==> config.mk <==
export PLATFORM = sky130hd
export DESIGN_NAME = utf8_to_utf32_decoder_core_flat
export DESIGN_NICKNAME = d
export VERILOG_FILES = /design/src/rtl/core/utf8d_pkg.sv /design/src/rtl/core/utf8d_ifs.sv /design/src/rtl/core/utf8d_input_reg.sv /design/src/rtl/core/utf8d_decode_step.sv /design/src/rtl/core/utf8d_out_fifo.sv /design/src/rtl/core/utf8_to_utf32_decoder_core.sv /design/src/flat_wrapper.sv
export VERILOG_INCLUDE_DIRS = /design/src /design/src/rtl/core
export SDC_FILE = /design/constraint.sdc
export NUM_CORES = 1
export LEC_CHECK = 0
export BUFFER_PORTS_ARGS = -buffer_cell sky130_fd_sc_hd__buf_2
export CORE_MARGIN = 3
export CORE_UTILIZATION = 58
export DETAILED_ROUTE_END_ITERATION = 10
export PLACE_DENSITY = 0.86
export SYNTH_ARGS = -nofsm -noshare
export SYNTH_HDL_FRONTEND = slang
export SYNTH_SLANG_ARGS = --single-unit
export TNS_END_PERCENT = 50
==> constraint.sdc <==
create_clock -name clock -period 5.6 [get_ports clock]
set_clock_uncertainty 0.1 [all_clocks]
set_input_delay 0.28 -clock clock [delete_from_list [all_inputs] [get_ports clock]]
set_output_delay 0.28 -clock clock [all_outputs]
set_load 0.02 [all_outputs]
==> src/rtl/core/assert_macros.svh <==
// Assertion macros shared by the UTF-8 decoder RTL.
// Each macro expands to one labeled concurrent assertion with a reset disable.
`ifndef ASSERT_MACROS_SVH
`define ASSERT_MACROS_SVH

// The expression holds at every clock edge outside reset.
`define UTF8D_ASSERT_ALWAYS(label, clk, rst, expr) \
   label: assert property (@(posedge clk) disable iff (rst) (expr)) \
      else $error("utf8d assertion failed");

// The consequent holds in the same cycle as the antecedent.
`define UTF8D_ASSERT_IMPLY(label, clk, rst, ante, cons) \
   label: assert property (@(posedge clk) disable iff (rst) (ante) |-> (cons)) \
      else $error("utf8d assertion failed");

// The consequent holds in the cycle after the antecedent.
`define UTF8D_ASSERT_NEXT(label, clk, rst, ante, cons) \
   label: assert property (@(posedge clk) disable iff (rst) (ante) |=> (cons)) \
      else $error("utf8d assertion failed");

`endif

==> src/rtl/core/utf8d_pkg.sv <==
`timescale 1ns / 1ps
// Shared widths, register indexes and structs of the UTF-8 decoder.
// Depends on nothing; every other module and interface of the block imports it.
package utf8d_pkg;

   localparam int LengthBits   = 24;
   localparam int ByteBits     = 8;
   localparam int CodeBits     = 31;
   localparam int NeededBits   = 24;
   localparam int BufferBits   = 24;
   localparam int PendingBits  = 3;
   localparam int CsrIndexBits = 8;
   localparam int CsrDataBits  = 24;
   localparam int CompareBits  = (LengthBits > BufferBits) ? LengthBits : BufferBits;

   localparam logic [CsrIndexBits-1:0] CSR_COUNT_ONLY   = CsrIndexBits'(0);
   localparam logic [CsrIndexBits-1:0] CSR_BUFFER_BYTES = CsrIndexBits'(1);

   localparam logic [LengthBits-1:0] LENGTH_START = LengthBits'(4);
   localparam logic [LengthBits-1:0] LENGTH_MAX   = {LengthBits{1'b1}};
   localparam logic [BufferBits-1:0] BUFFER_RESET = {BufferBits{1'b1}};
   localparam logic [BufferBits-1:0] BUFFER_MIN   = BufferBits'(4);

   typedef struct packed {
      logic [CodeBits-1:0]   code_point;
      logic                  end_of_string;
      logic [NeededBits-1:0] needed_bytes;
   } rsp_type;

   typedef struct packed {
      logic [PendingBits-1:0] bytes_pending;
      logic                   budget_full;
   } status_type;

endpackage

==> src/rtl/core/utf8d_ifs.sv <==
`timescale 1ns / 1ps
// Channel interfaces of the UTF-8 decoder: request bytes, responses and
// register writes. Depends on utf8d_pkg for the payload widths.
interface utf8d_req_if import utf8d_pkg::*; ();
   logic                valid;
   logic                ready;
   logic [ByteBits-1:0] data_byte;

   modport source (output valid, output data_byte, input ready);
   modport sink (input valid, input data_byte, output ready);
endinterface

interface utf8d_rsp_if import utf8d_pkg::*; ();
   logic                  valid;
   logic                  ready;
   logic [CodeBits-1:0]   code_point;
   logic                  end_of_string;
   logic [NeededBits-1:0] needed_bytes;

   modport source (output valid, output code_point, output end_of_string,
                   output needed_bytes, input ready);
   modport sink (input valid, input code_point, input end_of_string,
                 input needed_bytes, output ready);
endinterface

interface utf8d_csr_if import utf8d_pkg::*; ();
   logic                    valid;
   logic                    ready;
   logic [CsrIndexBits-1:0] index;
   logic [CsrDataBits-1:0]  data;

   modport source (output valid, output index, output data, input ready);
   modport sink (input valid, input index, input data, output ready);
endinterface

==> src/rtl/core/utf8d_input_reg.sv <==
`timescale 1ns / 1ps
// Input register of the UTF-8 decoder: holds one request byte until the
// decode step can take it. Depends on utf8d_pkg and utf8d_req_if.
module utf8d_input_reg import utf8d_pkg::*; (
   input  logic                clock,
   input  logic                reset,
   utf8d_req_if.sink           req_chan,
   input  logic                out_room,
   output logic                in_valid,
   output logic [ByteBits-1:0] in_byte,
   output logic                advance
);

   logic                valid_ff;
   logic                valid_in;
   logic [ByteBits-1:0] byte_ff;
   logic                take;

   assign advance        = valid_ff && out_room;
   assign req_chan.ready = !valid_ff || advance;
   assign take           = req_chan.valid && req_chan.ready;
   assign valid_in       = take || (valid_ff && !advance);

   always_ff @(posedge clock) begin
      if (reset) begin
         valid_ff <= 1'b0;
      end else begin
         valid_ff <= valid_in;
      end
   end

   always_ff @(posedge clock) begin
      if (take) begin
         byte_ff <= req_chan.data_byte;
      end
   end

   assign in_valid = valid_ff;
   assign in_byte  = byte_ff;

endmodule

==> src/rtl/core/utf8d_decode_step.sv <==
`timescale 1ns / 1ps
// Decode step of the UTF-8 decoder: string state registers and the per-byte
// update that assembles code points and counts bytes. Depends on utf8d_pkg.
module utf8d_decode_step import utf8d_pkg::*; (
   input  logic                  clock,
   input  logic                  reset,
   input  logic [ByteBits-1:0]   in_byte,
   input  logic                  advance,
   input  logic                  count_only,
   input  logic [BufferBits-1:0] buffer_bytes,
   output logic                  res_push,
   output rsp_type               res,
   output status_type            status
);

   logic [PendingBits-1:0] pending_ff;
   logic [PendingBits-1:0] pending_in;
   logic [CodeBits-1:0]    partial_ff;
   logic [CodeBits-1:0]    partial_in;
   logic [LengthBits-1:0]  length_ff;
   logic [LengthBits-1:0]  length_in;
   logic                   full_ff;
   logic                   full_in;

   logic [CodeBits-1:0]    shifted;
   logic [LengthBits:0]    length_sum;
   logic [LengthBits-1:0]  length_added;
   logic                   over_budget;
   logic                   done;
   logic                   emit;
   logic [CodeBits-1:0]    done_code;

   assign shifted      = {partial_ff[CodeBits-7:0], in_byte[5:0]};
   assign length_sum   = {1'b0, length_ff} + (LengthBits+1)'(4);
   assign length_added = length_sum[LengthBits] ? LENGTH_MAX : length_sum[LengthBits-1:0];
   assign over_budget  = full_ff ||
                         (CompareBits'(length_ff) >= CompareBits'(buffer_bytes));

   always_comb begin
      pending_in = pending_ff;
      partial_in = partial_ff;
      length_in  = length_ff;
      full_in    = full_ff;
      done       = 1'b0;
      emit       = 1'b0;
      done_code  = '0;
      res        = '0;

      if (in_byte == '0) begin
         // End of string: report the total and start a new string.
         emit              = 1'b1;
         res.end_of_string = 1'b1;
         if (!count_only && (buffer_bytes < BUFFER_MIN)) begin
            res.needed_bytes = '0;
         end else begin
            res.needed_bytes = NeededBits'(length_ff);
         end
         pending_in = '0;
         partial_in = '0;
         length_in  = LENGTH_START;
         full_in    = 1'b0;
      end else if (pending_ff != '0) begin
         partial_in = shifted;
         pending_in = pending_ff - PendingBits'(1);
         if (pending_ff == PendingBits'(1)) begin
            done      = 1'b1;
            done_code = shifted;
         end
      end else if (!count_only && over_budget) begin
         full_in = 1'b1;
      end else begin
         case (in_byte) inside
            8'b0???????: begin
               done      = 1'b1;
               done_code = CodeBits'(in_byte);
            end
            8'b110?????: begin
               pending_in = PendingBits'(1);
               partial_in = CodeBits'(in_byte[4:0]);
            end
            8'b1110????: begin
               pending_in = PendingBits'(2);
               partial_in = CodeBits'(in_byte[3:0]);
            end
            8'b11110???: begin
               pending_in = PendingBits'(3);
               partial_in = CodeBits'(in_byte[2:0]);
            end
            8'b111110??: begin
               pending_in = PendingBits'(4);
               partial_in = CodeBits'(in_byte[1:0]);
            end
            8'b1111110?: begin
               pending_in = PendingBits'(5);
               partial_in = CodeBits'(in_byte[0]);
            end
            default: begin
               pending_in = pending_ff;
            end
         endcase
      end

      if (done) begin
         partial_in = '0;
         length_in  = length_added;
         if (!count_only) begin
            emit           = 1'b1;
            res.code_point = done_code;
         end
      end
   end

   assign res_push = advance && emit;

   always_ff @(posedge clock) begin
      if (reset) begin
         pending_ff <= '0;
         partial_ff <= '0;
         length_ff  <= LENGTH_START;
         full_ff    <= 1'b0;
      end else if (advance) begin
         pending_ff <= pending_in;
         partial_ff <= partial_in;
         length_ff  <= length_in;
         full_ff    <= full_in;
      end
   end

   assign status.bytes_pending = pending_ff;
   assign status.budget_full   = full_ff;

endmodule

==> src/rtl/core/utf8d_out_fifo.sv <==
`timescale 1ns / 1ps
// Two-entry response buffer of the UTF-8 decoder; it keeps the decode step
// running while the receiver stalls. Depends on utf8d_pkg and utf8d_rsp_if.
module utf8d_out_fifo import utf8d_pkg::*; (
   input  logic      clock,
   input  logic      reset,
   input  logic      push,
   input  rsp_type   push_data,
   output logic      room,
   utf8d_rsp_if.source rsp_chan
);

   rsp_type     mem_ff [2];
   logic        wr_ptr_ff;
   logic        wr_ptr_in;
   logic        rd_ptr_ff;
   logic        rd_ptr_in;
   logic [1:0]  count_ff;
   logic [1:0]  count_in;
   logic        pop;
   rsp_type     head;

   assign pop       = (count_ff != 2'd0) && rsp_chan.ready;
   assign wr_ptr_in = wr_ptr_ff ^ push;
   assign rd_ptr_in = rd_ptr_ff ^ pop;
   assign count_in  = count_ff + {1'b0, push} - {1'b0, pop};
   assign room      = (count_ff != 2'd2);

   always_ff @(posedge clock) begin
      if (reset) begin
         wr_ptr_ff <= 1'b0;
         rd_ptr_ff <= 1'b0;
         count_ff  <= 2'd0;
      end else begin
         wr_ptr_ff <= wr_ptr_in;
         rd_ptr_ff <= rd_ptr_in;
         count_ff  <= count_in;
      end
   end

   always_ff @(posedge clock) begin
      if (push) begin
         mem_ff[wr_ptr_ff] <= push_data;
      end
   end

   assign head                   = mem_ff[rd_ptr_ff];
   assign rsp_chan.valid         = (count_ff != 2'd0);
   assign rsp_chan.code_point    = head.code_point;
   assign rsp_chan.end_of_string = head.end_of_string;
   assign rsp_chan.needed_bytes  = head.needed_bytes;

endmodule

==> src/rtl/core/utf8_to_utf32_decoder_core.sv <==
`timescale 1ns / 1ps
// Top level of the UTF-8 to UTF-32 decoder with legacy six-byte sequences.
// Depends on utf8d_pkg, the channel interfaces, utf8d_input_reg,
// utf8d_decode_step, utf8d_out_fifo and assert_macros.svh.
//
// Usage: req_chan takes one UTF-8 byte per request; a zero byte ends the string.
// rsp_chan returns one response per decoded character (unless count-only mode
// is set) and one terminator response per string carrying the bytes needed.
// csr_chan writes count_only (index 0) and buffer_bytes (index 1); it is always
// ready, and writes to other indexes are ignored. Write it only while idle.
// Throughput is one byte per cycle while the response buffer has room. A byte
// in the input register is decoded and its response registered in the buffer.
// The single decode step between the input register and the response buffer
// sets this rate. When the receiver stalls, the two-entry response buffer fills
// and then req_chan.ready drops; nothing is lost. Synchronous reset empties
// both registers, clears the string state and restores the register defaults.
`include "assert_macros.svh"

module utf8_to_utf32_decoder_core import utf8d_pkg::*; (
   input  logic        clock,
   input  logic        reset,
   utf8d_req_if.sink   req_chan,
   utf8d_rsp_if.source rsp_chan,
   utf8d_csr_if.sink   csr_chan
);

   logic                  count_only_ff;
   logic [BufferBits-1:0] buffer_bytes_ff;
   logic                  csr_write;

   logic                  in_valid;
   logic [ByteBits-1:0]   in_byte;
   logic                  advance;
   logic                  out_room;
   logic                  res_push;
   rsp_type               res;
   status_type            status;

   assign csr_chan.ready = 1'b1;
   assign csr_write      = csr_chan.valid && csr_chan.ready;

   always_ff @(posedge clock) begin
      if (reset) begin
         count_only_ff   <= 1'b0;
         buffer_bytes_ff <= BUFFER_RESET;
      end else if (csr_write) begin
         case (csr_chan.index)
            CSR_COUNT_ONLY:   count_only_ff   <= csr_chan.data[0];
            CSR_BUFFER_BYTES: buffer_bytes_ff <= BufferBits'(csr_chan.data);
            default:          count_only_ff   <= count_only_ff;
         endcase
      end
   end

   utf8d_input_reg u_input_reg (
      .clock    (clock),
      .reset    (reset),
      .req_chan (req_chan),
      .out_room (out_room),
      .in_valid (in_valid),
      .in_byte  (in_byte),
      .advance  (advance)
   );

   utf8d_decode_step u_decode_step (
      .clock        (clock),
      .reset        (reset),
      .in_byte      (in_byte),
      .advance      (advance),
      .count_only   (count_only_ff),
      .buffer_bytes (buffer_bytes_ff),
      .res_push     (res_push),
      .res          (res),
      .status       (status)
   );

   utf8d_out_fifo u_out_fifo (
      .clock     (clock),
      .reset     (reset),
      .push      (res_push),
      .push_data (res),
      .room      (out_room),
      .rsp_chan  (rsp_chan)
   );

   `UTF8D_ASSERT_ALWAYS(a_pending_range, clock, reset, status.bytes_pending <= PendingBits'(5))
   `UTF8D_ASSERT_IMPLY(a_push_needs_room, clock, reset, res_push, advance && in_valid && out_room)
   `UTF8D_ASSERT_NEXT(a_string_cleared, clock, reset, advance && (in_byte == '0), (status.bytes_pending == '0) && !status.budget_full)
   `UTF8D_ASSERT_NEXT(a_held_when_blocked, clock, reset, in_valid && !out_room, in_valid && $stable(in_byte))

endmodule

==> src/flat_wrapper.sv <==
// flat-port wrapper written by rule: the top's interface ports become plain ports
module utf8_to_utf32_decoder_core_flat import utf8d_pkg::*;
  (clock, reset, req_chan_valid, req_chan_data_byte, req_chan_ready, rsp_chan_valid, rsp_chan_code_point, rsp_chan_end_of_string, rsp_chan_needed_bytes, rsp_chan_ready, csr_chan_valid, csr_chan_index, csr_chan_data, csr_chan_ready);
  utf8d_req_if req_chan_i ();
  utf8d_rsp_if rsp_chan_i ();
  utf8d_csr_if csr_chan_i ();
  input  logic clock;
  input  logic reset;
  input wire logic [$bits(req_chan_i.valid)-1:0] req_chan_valid;
  input wire logic [$bits(req_chan_i.data_byte)-1:0] req_chan_data_byte;
  output wire logic [$bits(req_chan_i.ready)-1:0] req_chan_ready;
  output wire logic [$bits(rsp_chan_i.valid)-1:0] rsp_chan_valid;
  output wire logic [$bits(rsp_chan_i.code_point)-1:0] rsp_chan_code_point;
  output wire logic [$bits(rsp_chan_i.end_of_string)-1:0] rsp_chan_end_of_string;
  output wire logic [$bits(rsp_chan_i.needed_bytes)-1:0] rsp_chan_needed_bytes;
  input wire logic [$bits(rsp_chan_i.ready)-1:0] rsp_chan_ready;
  input wire logic [$bits(csr_chan_i.valid)-1:0] csr_chan_valid;
  input wire logic [$bits(csr_chan_i.index)-1:0] csr_chan_index;
  input wire logic [$bits(csr_chan_i.data)-1:0] csr_chan_data;
  output wire logic [$bits(csr_chan_i.ready)-1:0] csr_chan_ready;
  assign req_chan_i.valid = req_chan_valid;
  assign req_chan_i.data_byte = req_chan_data_byte;
  assign req_chan_ready = req_chan_i.ready;
  assign rsp_chan_valid = rsp_chan_i.valid;
  assign rsp_chan_code_point = rsp_chan_i.code_point;
  assign rsp_chan_end_of_string = rsp_chan_i.end_of_string;
  assign rsp_chan_needed_bytes = rsp_chan_i.needed_bytes;
  assign rsp_chan_i.ready = rsp_chan_ready;
  assign csr_chan_i.valid = csr_chan_valid;
  assign csr_chan_i.index = csr_chan_index;
  assign csr_chan_i.data = csr_chan_data;
  assign csr_chan_ready = csr_chan_i.ready;
  utf8_to_utf32_decoder_core u_core (.clock(clock), .reset(reset), .req_chan(req_chan_i), .rsp_chan(rsp_chan_i), .csr_chan(csr_chan_i));
endmodule
# [Yosys cells after proc, flatten, opt, wreduce, memory -nomap -nowiden]
# Memory sizes are Yosys's and may differ from the RTL's. A register that Yosys moved wholly into a read port is not among the register bits.
# Index checks and enable logic that the tools add are counted.
[classes] addsub=4 n_mul=0 div=0 n_lt_le_gt_ge=2 n_eq_ne=11 shifts=0 mux=45 bitwise_logic=2 n_reduce_logical=29
[ops] cell="25-bit two-way mux" n=11
[ops] cell="31-bit two-way mux" n=5
[ops] cell="24-bit two-way mux" n=4
[ops] cell="3-bit two-way mux" n=9
[ops] cell="24-bit by 3-bit adder with 25-bit output (second input constant)" n=1
[ops] cell="24-bit greater-or-equal comparator" n=1
[ops] cell="24-bit by 3-bit < comparator with 1-bit output (second input constant)" n=1
[ops] cell="8-bit logical NOT" n=2
[ops] cell="1-bit two-way mux" n=14
[ops] cell="7-bit two-way mux" n=2
[ops] cell="8-bit by 1-bit == test with 1-bit output (second input constant)" n=1
[ops] cell="4-bit AND reduction" n=2
[ops] cell="8-bit nonzero test" n=1
[ops] cell="7-bit == test (second input constant)" n=1
[ops] cell="1-bit logical AND" n=7
[ops] cell="7-bit nonzero test" n=1
[ops] cell="6-bit == test (second input constant)" n=1
[ops] cell="2-bit AND reduction" n=3
[ops] cell="2-bit nonzero test" n=3
[ops] cell="3-bit nonzero test" n=2
[ops] cell="5-bit == test (second input constant)" n=1
[ops] cell="4-bit == test (second input constant)" n=1
[ops] cell="2-bit inequality test (second input constant)" n=2
[ops] cell="4-bit inequality test (second input constant)" n=1
[ops] cell="other kinds (11)" n=16
[word_totals] regBits=91 latchBits=0 ramBits=112 mem_bits_ro=0 input_bits=45 output_inout_bits=59 word_cells=105 memories=1
[mem_list] memory="u_core.u_out_fifo.mem_ff" words=2 word_bits=56 read_ports=1 rd_clocked_by_memory_dff=1 write_ports=1 line_no="utf8d_out_fifo.sv:13" text="rsp_type mem_ff [2];"

# [Logic depth before layout (Yosys ltp)]
# Gate-level depths: netlist (run 1).
[logic_depth] ltp_word=11 depth_mapped=14 depth_no_buf=14

# [Modules after synthesis]
# A second synthesis (run 1) with hierarchy kept.
[hier_totals] hier_cells=768 hier_area_um2=9163.8
[by_module_without_submodules] mod="utf8d_out_fifo" n_inst=1 cells_per_inst=195 area_each_um2=4255.3 seq_area_each_um2=3443.3
[by_module_without_submodules] mod="utf8d_decode_step" n_inst=1 cells_per_inst=444 area_each_um2=3538.4 seq_area_each_um2=1041.0
[by_module_without_submodules] mod="utf8_to_utf32_decoder_core" n_inst=1 cells_per_inst=115 area_each_um2=1067.3 seq_area_each_um2=500.5
[by_module_without_submodules] mod="utf8d_input_reg" n_inst=1 cells_per_inst=14 area_each_um2=302.8 seq_area_each_um2=260.2

# [Least setup slack after synthesis (run 1)]
# Ideal clock, no wire load.
[synth_path] path_type="register -> register" start="register u_core.u_decode_step.length_ff[0]" end="memory u_core.u_out_fifo.mem_ff[1][10] (netlist bit) (enable)" setup_time_ns=0.419 t_arrival_ns=3.562 required_time_ns=5.081 path_slack_ns=1.520 path_stages_with_launch=10 path_buffers=0 period_less_slack_ns=4.080 path_cell_list="dfxtp_1 inv_1 ha_1 nand2b_1 a2111o_1 a311oi_2 o2111ai_1 a21oi_1 o21a_1 ha_1"
[synth_between] elab_chain_cells=10
[synth_lines] element="start: declaration" line_no="utf8d_decode_step.sv:20" text="logic [LengthBits-1:0] length_ff;"
[synth_lines] element="start signal: assignment" line_no="utf8d_decode_step.sv:124" text="length_ff <= length_in;"
[synth_lines] element="24-bit greater-or-equal comparator" line_no="utf8d_decode_step.sv:37" text="(CompareBits'(length_ff) >= CompareBits'(buffer_bytes));"
[synth_lines] element="1-bit logical OR" line_no="utf8d_decode_step.sv:36" text="assign over_budget = full_ff ||"
[synth_lines] element="1-bit logical AND" line_no="utf8d_decode_step.sv:69" text="end else if (!count_only && over_budget) begin"
[synth_lines] element="1-bit two-way mux" line_no="utf8d_decode_step.sv:69"
[synth_lines] element="1-bit two-way mux" line_no="utf8d_decode_step.sv:62" text="end else if (pending_ff != '0) begin"
[synth_lines] element="1-bit two-way mux" line_no="utf8d_decode_step.sv:49" text="if (in_byte == '0) begin"
[synth_lines] element="1-bit two-way mux" line_no="utf8d_decode_step.sv:103" text="if (done) begin"
[synth_lines] element="1-bit logical AND" line_no="utf8d_decode_step.sv:113" text="assign res_push = advance && emit;"
[synth_lines] element="1-bit two-way mux" line_no="utf8d_out_fifo.sv:42" text="if (push) begin"
[synth_lines] element="1-bit two-way mux (implied by the code)" line_no="utf8d_out_fifo.sv:43" text="mem_ff[wr_ptr_ff] <= push_data;"
[synth_lines] element="end: declaration" line_no="utf8d_out_fifo.sv:13"
# No other way between the ends.

# [Worst setup path after layout (run 1)]
[layout_path] start="register u_core.u_decode_step.length_ff[0]" end="memory u_core.u_out_fifo.mem_ff[1][14] (netlist bit) (enable)"
# The elaborated chain is that of the path after synthesis.

==> results.json, run 1 <==
{
  "hold_viol": 0,
  "htree_levels": 4,
  "cts_sinks": 200,
  "syn-cell-area_mm2": 0.008941,
  "clockRootBuffer": "clkbuf_16",
  "nFillCells": 994,
  "numCtsBuffers": 17,
  "nets": 976,
  "first_pass_iters": 6,
  "async_reset_ff_share_pct": 0,
  "vias_per_cell": 5.920,
  "status": "finished clean",
  "layout-drive-gt1-share_pct": 22.48,
  "fin_crit_sh_pct": 74.63,
  "min_path_type": "in2reg",
  "fin_crit_ns": 4.179,
  "placementRows": 44,
  "rsz0062_at_grt": "false",
  "ys_seq_area_share_pct": 57.99,
  "die_h_um": 130.2,
  "grt_use_total_pct": 22.49,
  "numPortBuffers": 102,
  "max_freq_mhz": 239.3,
  "power_density_mw_per_mm2": 324.9,
  "multi_input_area_mm2": 0.003408,
  "setup_slack_ns": 1.421,
  "peakVddDrop_mv": 0.2403,
  "synth-seq-cells": 200,
  "routed_wl_um": 18700,
  "area_growth_pct": 17.34,
  "drv_cap": 0,
  "critPathLaunch": "u_core.u_decode_step.length_ff[0]$_SDFFE_PP0P_",
  "io_pins": 104,
  "hp-start": "csr_chan_data[20]",
  "vias": 6488,
  "syn-num-nets": 855,
  "clock_latency_ns": 0.43,
  "ant_nets": 0,
  "ys.warnings.count": 0,
  "drc_errors": 0,
  "worstSetupStartpointType": "register",
  "grt_pass1_wl_um": 30190,
  "coreArea_mm2": 0.01481,
  "total_power_uw": 3408,
  "max_stage_delay_ns": 0.71,
  "postCtsSetupBuffers": 0,
  "seq_area_mm2": 0.005186,
  "place_area_mm2": 0.009594,
  "end_kind": "register",
  "grt_antenna_before_repair": 0,
  "synth_edf_count": 118,
  "preCtsSetupSlack_ns": 1.471,
  "cts-resized-gates": 0,
  "clock_path_buffers": 2,
  "synthFlopType": "edfxtp_1",
  "initial_utilization_pct": 60.38,
  "r2r_slack_ns": 1.42,
  "cp_max_fo": 31,
  "ctsHoldBuffers": 31,
  "crit_path_cell_trace": "inv_1 > ha_1 > nand2b_1 > a2111o_1 > a311oi_2 > o2111ai_1 > a21oi_1 > o21a_1 > ha_2 > buf_4",
  "fin_area_mm2": 0.01049,
  "grt_overflow_total": 0,
  "dp_hpwl_um": 12160,
  "slew_headroom_pct": 15.90,
  "cp.arrival_ns": 4.18,
  "gp_congestion": 0.8874,
  "criticalPathCategory": "reg2reg",
  "wl_per_cell_um": 17.06,
  "grt_max_degree": 51,
  "die_w_um": 130.2,
  "grt_pass1_vias": 6200,
  "syn_inst": 778,
  "syn_avg_cell_area_um2": 11.49,
  "leakage_uw": 0.004057,
  "slew_violations": 0,
  "die-area_mm2": 0.01694,
  "tritoncts": "yes",
  "worstPathRequired_ns": 5.60,
  "worst_pin_slew_ns": 1.262,
  "worstReg2RegStart": "u_core.u_decode_step.length_ff[0]$_SDFFE_PP0P_",
  "drt_iter0_markers": 639,
  "yosysUniqueCellTypes": 57,
  "diodes": 0,
  "path_clk_slew_ns": 0.07,
  "finalSetupTns_ns": 0,
  "slowest_stage": "ha_2",
  "setup_viol": 0
}
-- final cells by class --
class	instances	area share [%]
Tap cell	184	2.194
Inverter	53	1.896
Clock buffer	21	4.293
Multi-Input combinational cell	486	32.49
Sequential cell	200	49.43
Timing Repair Buffer	141	8.396
Clock inverter	11	1.300
-- logic make-up (layout without fill, tap and decap cells) --
family | after synthesis | after routing | synth area share [%]
buf+inv | 92 | 226 | 4.072
flops | 200 | 200 | 57.99
fa+ha+maj | 32 | 32 | 4.478
compound gates | 159 | 159 | 12.71
mux | 57 | 57 | 7.151
xor+xnor | 3 | 3 | 0.2939
simple gates | 234 | 234 | 13.27
other cells | 1 | 1 | 0.04194
-- per-stage QoR --
| stage | utilization, % | hold slack [ns] | cells |
|---|---|---|---|
| floorplan | - | 0.2789 | 778 |
| global placement | 64.79 | 0.3491 | 1033 |
| detailed placement | 64.79 | 0.3522 | 1033 |
| CTS | 70.84 | 0.007827 | 1096 |
| global route | 70.84 | 0.03627 | 1096 |
| finish | 70.84 | 0.02636 | 1096 |
-- power by group --
group | total (uW) | switching (uW) | leakage, uW | internal [uW]
Combinational | 569 | 334 | 0.00205 | 235
Sequential | 1650 | 40.7 | 0.00173 | 1610
Clock | 1190 | 547 | 0.000275 | 643
Total | 3410 | 921 | 0.00406 | 2490
-- path summary, 6_finish.rpt --
path	endpoint	cells after the start
worst max-delay path	u_core.u_out_fifo.mem_ff[1][14]$_DFFE_PP_	10
worst min-delay path	u_core.buffer_bytes_ff[20]$_SDFFE_PP1P_	3
worst max register to register	u_core.u_out_fifo.mem_ff[1][14]$_DFFE_PP_	10
worst min register to register	u_core.u_decode_step.pending_ff[1]$_SDFFE_PP0P_	2
-- metal layers --
layer / GRT usage (%) / share of wire (%) / vias up
met5: 0 / 0 / -
met4: 8.802 / 2.5 / 0
met3: 4.871 / 7.6 / 49
met2: 35.06 / 46 / 321
met1: 30.97 / 44 / 3017
li1: - / - / 3101
-- cell usage after synthesis (19+ instances only) --
| library cell | n | area, um2 |
|---|---|---|
| dfxtp_1 | 82 | 1642 |
| ha_1 | 32 | 400.4 |
| nand3_1 | 19 | 95.09 |
| edfxtp_1 | 118 | 3543 |
| a21oi_1 | 34 | 170.2 |
| clkbuf_1 | 32 | 120.1 |
| nand2_1 | 65 | 244.0 |
| nor2_1 | 37 | 138.9 |
| o211ai_1 | 25 | 187.7 |
| mux2_2 | 55 | 619.3 |
| inv_1 | 53 | 198.9 |
| a22o_1 | 20 | 175.2 |
| and2_1 | 57 | 356.6 |
-- critical path: cells and delay by family (launching register included) --
kind / cells / cell delay, ns
compound gates: 5 / 1.71
fa+ha+maj: 2 / 0.98
buf+inv: 2 / 0.51
flops: 1 / 0.38
simple gates: 1 / 0.14
-- registers in the layout (all words and copies together) (netlist names) --
| register | flops |
|---|---|
| u_core.u_out_fifo.mem_ff | 110 |
| u_core.u_decode_step.partial_ff | 25 |
| u_core.buffer_bytes_ff | 24 |
| u_core.u_decode_step.length_ff | 23 |
| u_core.u_input_reg.in_byte | 8 |
| u_core.u_decode_step.pending_ff | 3 |
| u_core.u_out_fifo.count_ff | 2 |
| u_core.count_only_ff | 1 |
| u_core.u_decode_step.full_ff | 1 |
| u_core.u_input_reg.in_valid | 1 |
| u_core.u_out_fifo.rd_ptr_ff | 1 |
| u_core.u_out_fifo.wr_ptr_ff | 1 |
-- layout by cell type (no fill, tap or decap), drive strengths merged, types with 15 or more instances in the layout --
cell type	netlist	routed
nand3	19	19
dlygate4sd3	0	31
nor2	37	37
edfxtp	118	118
a22o	20	20
a21oi	35	35
mux2	55	55
ha	32	32
dfxtp	82	82
inv	53	56
clkbuf	32	21
o211ai	25	25
and2	57	57
nor4	15	15
nand2	65	65
buf	7	110
No activity file was read; power rests on OpenSTA's default activity.
==> run 2: changes to the inputs <==
ABC_AREA = 1   (was not set)
CORE_UTILIZATION = 53   (was 58)
PLACE_DENSITY = 0.83   (was 0.86)
clock period = 3.5 ns   (was 5.6 ns; I/O delays follow)
==> run 2 against run 1 <==
  * Final cell count rose by 35%
  * Critical path depth rose by 6
  * Hold slack got worse by 0.00081 ns
  * Core utilization fell by 6.5 points
  * Clock power rose by 65%
  * Critical endpoint is now u_core.u_out_fifo.mem_ff[0][40]$_DFFE_PP_
  * Sequential power rose by 65%
  * Worst setup slack got worse by 1.1 ns
  * Synthesized cell count rose by 44%
  * Combinational power rose to 2.7 times the previous value
  * First-iteration DRC count rose by 8.3%
  * Die area rose by 18%
  * Synthesized area rose by 9.1%
==> results.json, run 2 <==
{
  "status": "finished clean",
  "ant_nets": 0,
  "synth_commonest_cells": "nand2_1 (334), inv_1 (127), edfxtp_1 (118)",
  "area_growth_pct": 16.42,
  "slew_violations": 0,
  "leakage_uw": 0.005270,
  "grt_overflow_total": 0,
  "cp_max_fo": 33,
  "fin_util_pct": 64.31,
  "synth-seq-cells": 200,
  "synth_area_leaders": "edfxtp_1 (36%), dfxtp_1 (17%), nand2_1 (13%)",
  "worstSetupStartpointType": "register",
  "drt_iter0_markers": 692,
  "grt_pass1_vias": 7434,
  "routed_wl_um": 22350,
  "synth_top_area_share_pct": 36.33,
  "drv_cap": 0,
  "ctsHoldBuffers": 36,
  "path_clk_slew_ns": 0.08,
  "dp_hpwl_um": 15030,
  "nFillCells": 1389,
  "initial_utilization_pct": 55.24,
  "synth_edf_count": 118,
  "synthFlopType": "edfxtp_1",
  "reg2regPathDepth": 16,
  "hp-start": "csr_chan_valid",
  "r2r_end": "u_core.u_out_fifo.mem_ff[0][40]$_DFFE_PP_",
  "grt_pass1_wl_um": 36470,
  "worst_pin_slew_ns": 0.7721,
  "fin_crit_ns": 3.178,
  "diodes": 0,
  "max_stage_delay_ns": 0.48,
  "postCtsSetupBuffers": 0,
  "vias": 7825,
  "io_pins": 104,
  "htree_levels": 4,
  "preCtsSetupSlack_ns": 0.3544,
  "largest-register": "u_core.u_out_fifo.mem_ff",
  "slew_headroom_pct": 48.47,
  "holdPathEnd": "u_core.buffer_bytes_ff[0]$_SDFFE_PP1P_",
  "min_path_type": "in2reg",
  "numPortBuffers": 102,
  "setup_viol": 0,
  "wl_per_cell_um": 15.11,
  "end_kind": "register",
  "ys_seq_area_share_pct": 53.16,
  "cp.arrival_ns": 3.18,
  "die_w_um": 141.7,
  "crit_path_cell_trace": "ha_1 > a21oi_1 > nor2_1 > nor2_1 > nand2_1 > a21oi_2 > nand2_2 > nand2_2 > nand2_4 > nand3_4 > nand2_4 > inv_1 > a21oi_1 > inv_1 > ha_2 > buf_4",
  "syn_avg_cell_area_um2": 8.701,
  "rsz0062_at_grt": "false",
  "grt_antenna_before_repair": 0,
  "worstReg2RegStart": "u_core.u_decode_step.length_ff[21]$_SDFFE_PP0P_",
  "tritoncts": "yes",
  "grt_max_degree": 56,
  "setup_slack_ns": 0.3219,
  "first_pass_iters": 6,
  "gp_congestion": 0.9822,
  "syn-num-nets": 1198,
  "nets": 1318,
  "async_reset_ff_share_pct": 0,
  "slowest_stage": "dfxtp_1",
  "peakVddDrop_mv": 0.4226,
  "synth_most_common_cell": "nand2_1",
  "drc_errors": 0,
  "largest_register_ffs": 110,
  "hold_viol": 0,
  "ys.warnings.count": 0,
  "worstPathRequired_ns": 3.50,
  "total_power_uw": 6210,
  "die-area_mm2": 0.02007,
  "reg_top3": "u_core.u_out_fifo.mem_ff (110), u_core.u_decode_step.partial_ff (25), u_core.buffer_bytes_ff (24)",
  "placementRows": 48,
  "fin_crit_sh_pct": 90.80,
  "vias_per_cell": 5.291,
  "grt_use_total_pct": 22.63,
  "syn-cell-area_mm2": 0.009754,
  "synth.largest_area_cell": "edfxtp_1",
  "power_density_mw_per_mm2": 546.9,
  "syn_inst": 1121,
  "cts-resized-gates": 0,
  "r2r_slack_ns": 0.32,
  "clock_path_buffers": 2,
  "finalSetupTns_ns": 0,
  "die_h_um": 141.7,
  "clock_latency_ns": 0.44,
  "coreArea_mm2": 0.01766,
  "clockRootBuffer": "clkbuf_16",
  "mostFrequentLayoutCells": "nand2_1 (334), inv_1 (127), edfxtp_1 (118)",
  "numCtsBuffers": 17,
  "final_common_cell": "nand2_1",
  "criticalPathCategory": "reg2reg",
  "layout-drive-gt1-share_pct": 16.99,
  "min_path_cells": 4,
  "yosysUniqueCellTypes": 44,
  "cts_sinks": 200,
  "max_freq_mhz": 314.7
}
## run 2: changes by cell type after synthesis, moves of 28 or more
cell     change
inv_1       +74
nand2_1    +269
nor2_1      +50
mux2_2      -55
nand3_1     +28
and2_1      -57
## run 2: report_power, final
group / switching (uW) / internal [uW] / leakage [uW] / total (uW)
sequential: 76.1 / 2640 / 0.00178 / 2720
clock: 988 / 970 / 0.000290 / 1960
combinational: 1090 / 444 / 0.00320 / 1530
## run 2: per-stage QoR
stage | hold slack [ns] | instances | instance area, um2
after floorplan | 0.1739 | 1121 | 9754
after global placement | 0.2552 | 1411 | 10400
after detailed placement | 0.2531 | 1411 | 10400
after CTS | 0.01139 | 1479 | 11360
after global routing | 0.04120 | 1479 | 11360
final | 0.02555 | 1479 | 11360
## run 2: final cells by class
class	instances	area [um2]	area share, %
Sequential cell	200	5185	45.66
Multi-Input combinational cell	729	3774	33.23
Timing Repair Buffer	153	996.0	8.770
Inverter	140	528.0	4.650
Clock buffer	17	425.4	3.746
Tap cell	225	281.5	2.479
Clock inverter	15	166.4	1.465
## run 2: routing by layer
| metal | vias to the layer above | track usage, % | part of all wire [%] |
|---|---|---|---|
| li1 | 3914 | - | - |
| met1 | 3564 | 32.10 | 45 |
| met2 | 312 | 35.52 | 46 |
| met3 | 35 | 4.516 | 7.3 |
| met4 | 0 | 6.566 | 1.5 |
| met5 | - | 0 | 0 |
## run 2: cell families after synthesis
kind of cell | share of synthesized area [%]
adder cells (fa/ha/maj) | 4.105
AO/OA/AOI/OAI | 6.196
AND/OR/NAND/NOR | 27.10
buffers and inverters | 8.235
flip-flops | 53.16
XOR/XNOR | 1.167
other | 0.03844
## run 2: worst max-delay path by stage
stage	startpoint	to	slack, ns	depth (start not counted)
final	u_core.u_decode_step.length_ff[21]$_SDFFE_PP0P_	u_core.u_out_fifo.mem_ff[0][40]$_DFFE_PP_	0.32	16
after detailed placement	u_core.u_decode_step.length_ff[10]$_SDFFE_PP0P_	u_core.u_out_fifo.mem_ff[0][39]$_DFFE_PP_	0.35	18
after CTS	u_core.u_decode_step.length_ff[21]$_SDFFE_PP0P_	u_core.u_out_fifo.mem_ff[0][24]$_DFFE_PP_	0.34	16
after global placement	u_core.u_decode_step.length_ff[9]$_SDFFE_PP0P_	u_core.u_out_fifo.mem_ff[0][40]$_DFFE_PP_	0.47	18
after global routing	u_core.u_decode_step.length_ff[15]$_SDFFE_PP0P_	u_core.u_out_fifo.count_ff[1]$_SDFF_PP0_	0.05	19
after floorplan	u_core.u_decode_step.length_ff[21]$_SDFFE_PP0P_	u_core.u_out_fifo.mem_ff[1][10]$_DFFE_PP_	-0.05	15
## run 2: critical path, delay by kind of cell, from the launching register on
| family | cells | cell delay, ns |
|---|---|---|
| flip-flops | 1 | 0.48 |
| AND/OR/NAND/NOR | 8 | 0.76 |
| buffers and inverters | 3 | 0.60 |
| AO/OA/AOI/OAI | 3 | 0.36 |
| adder cells (fa/ha/maj) | 2 | 0.49 |
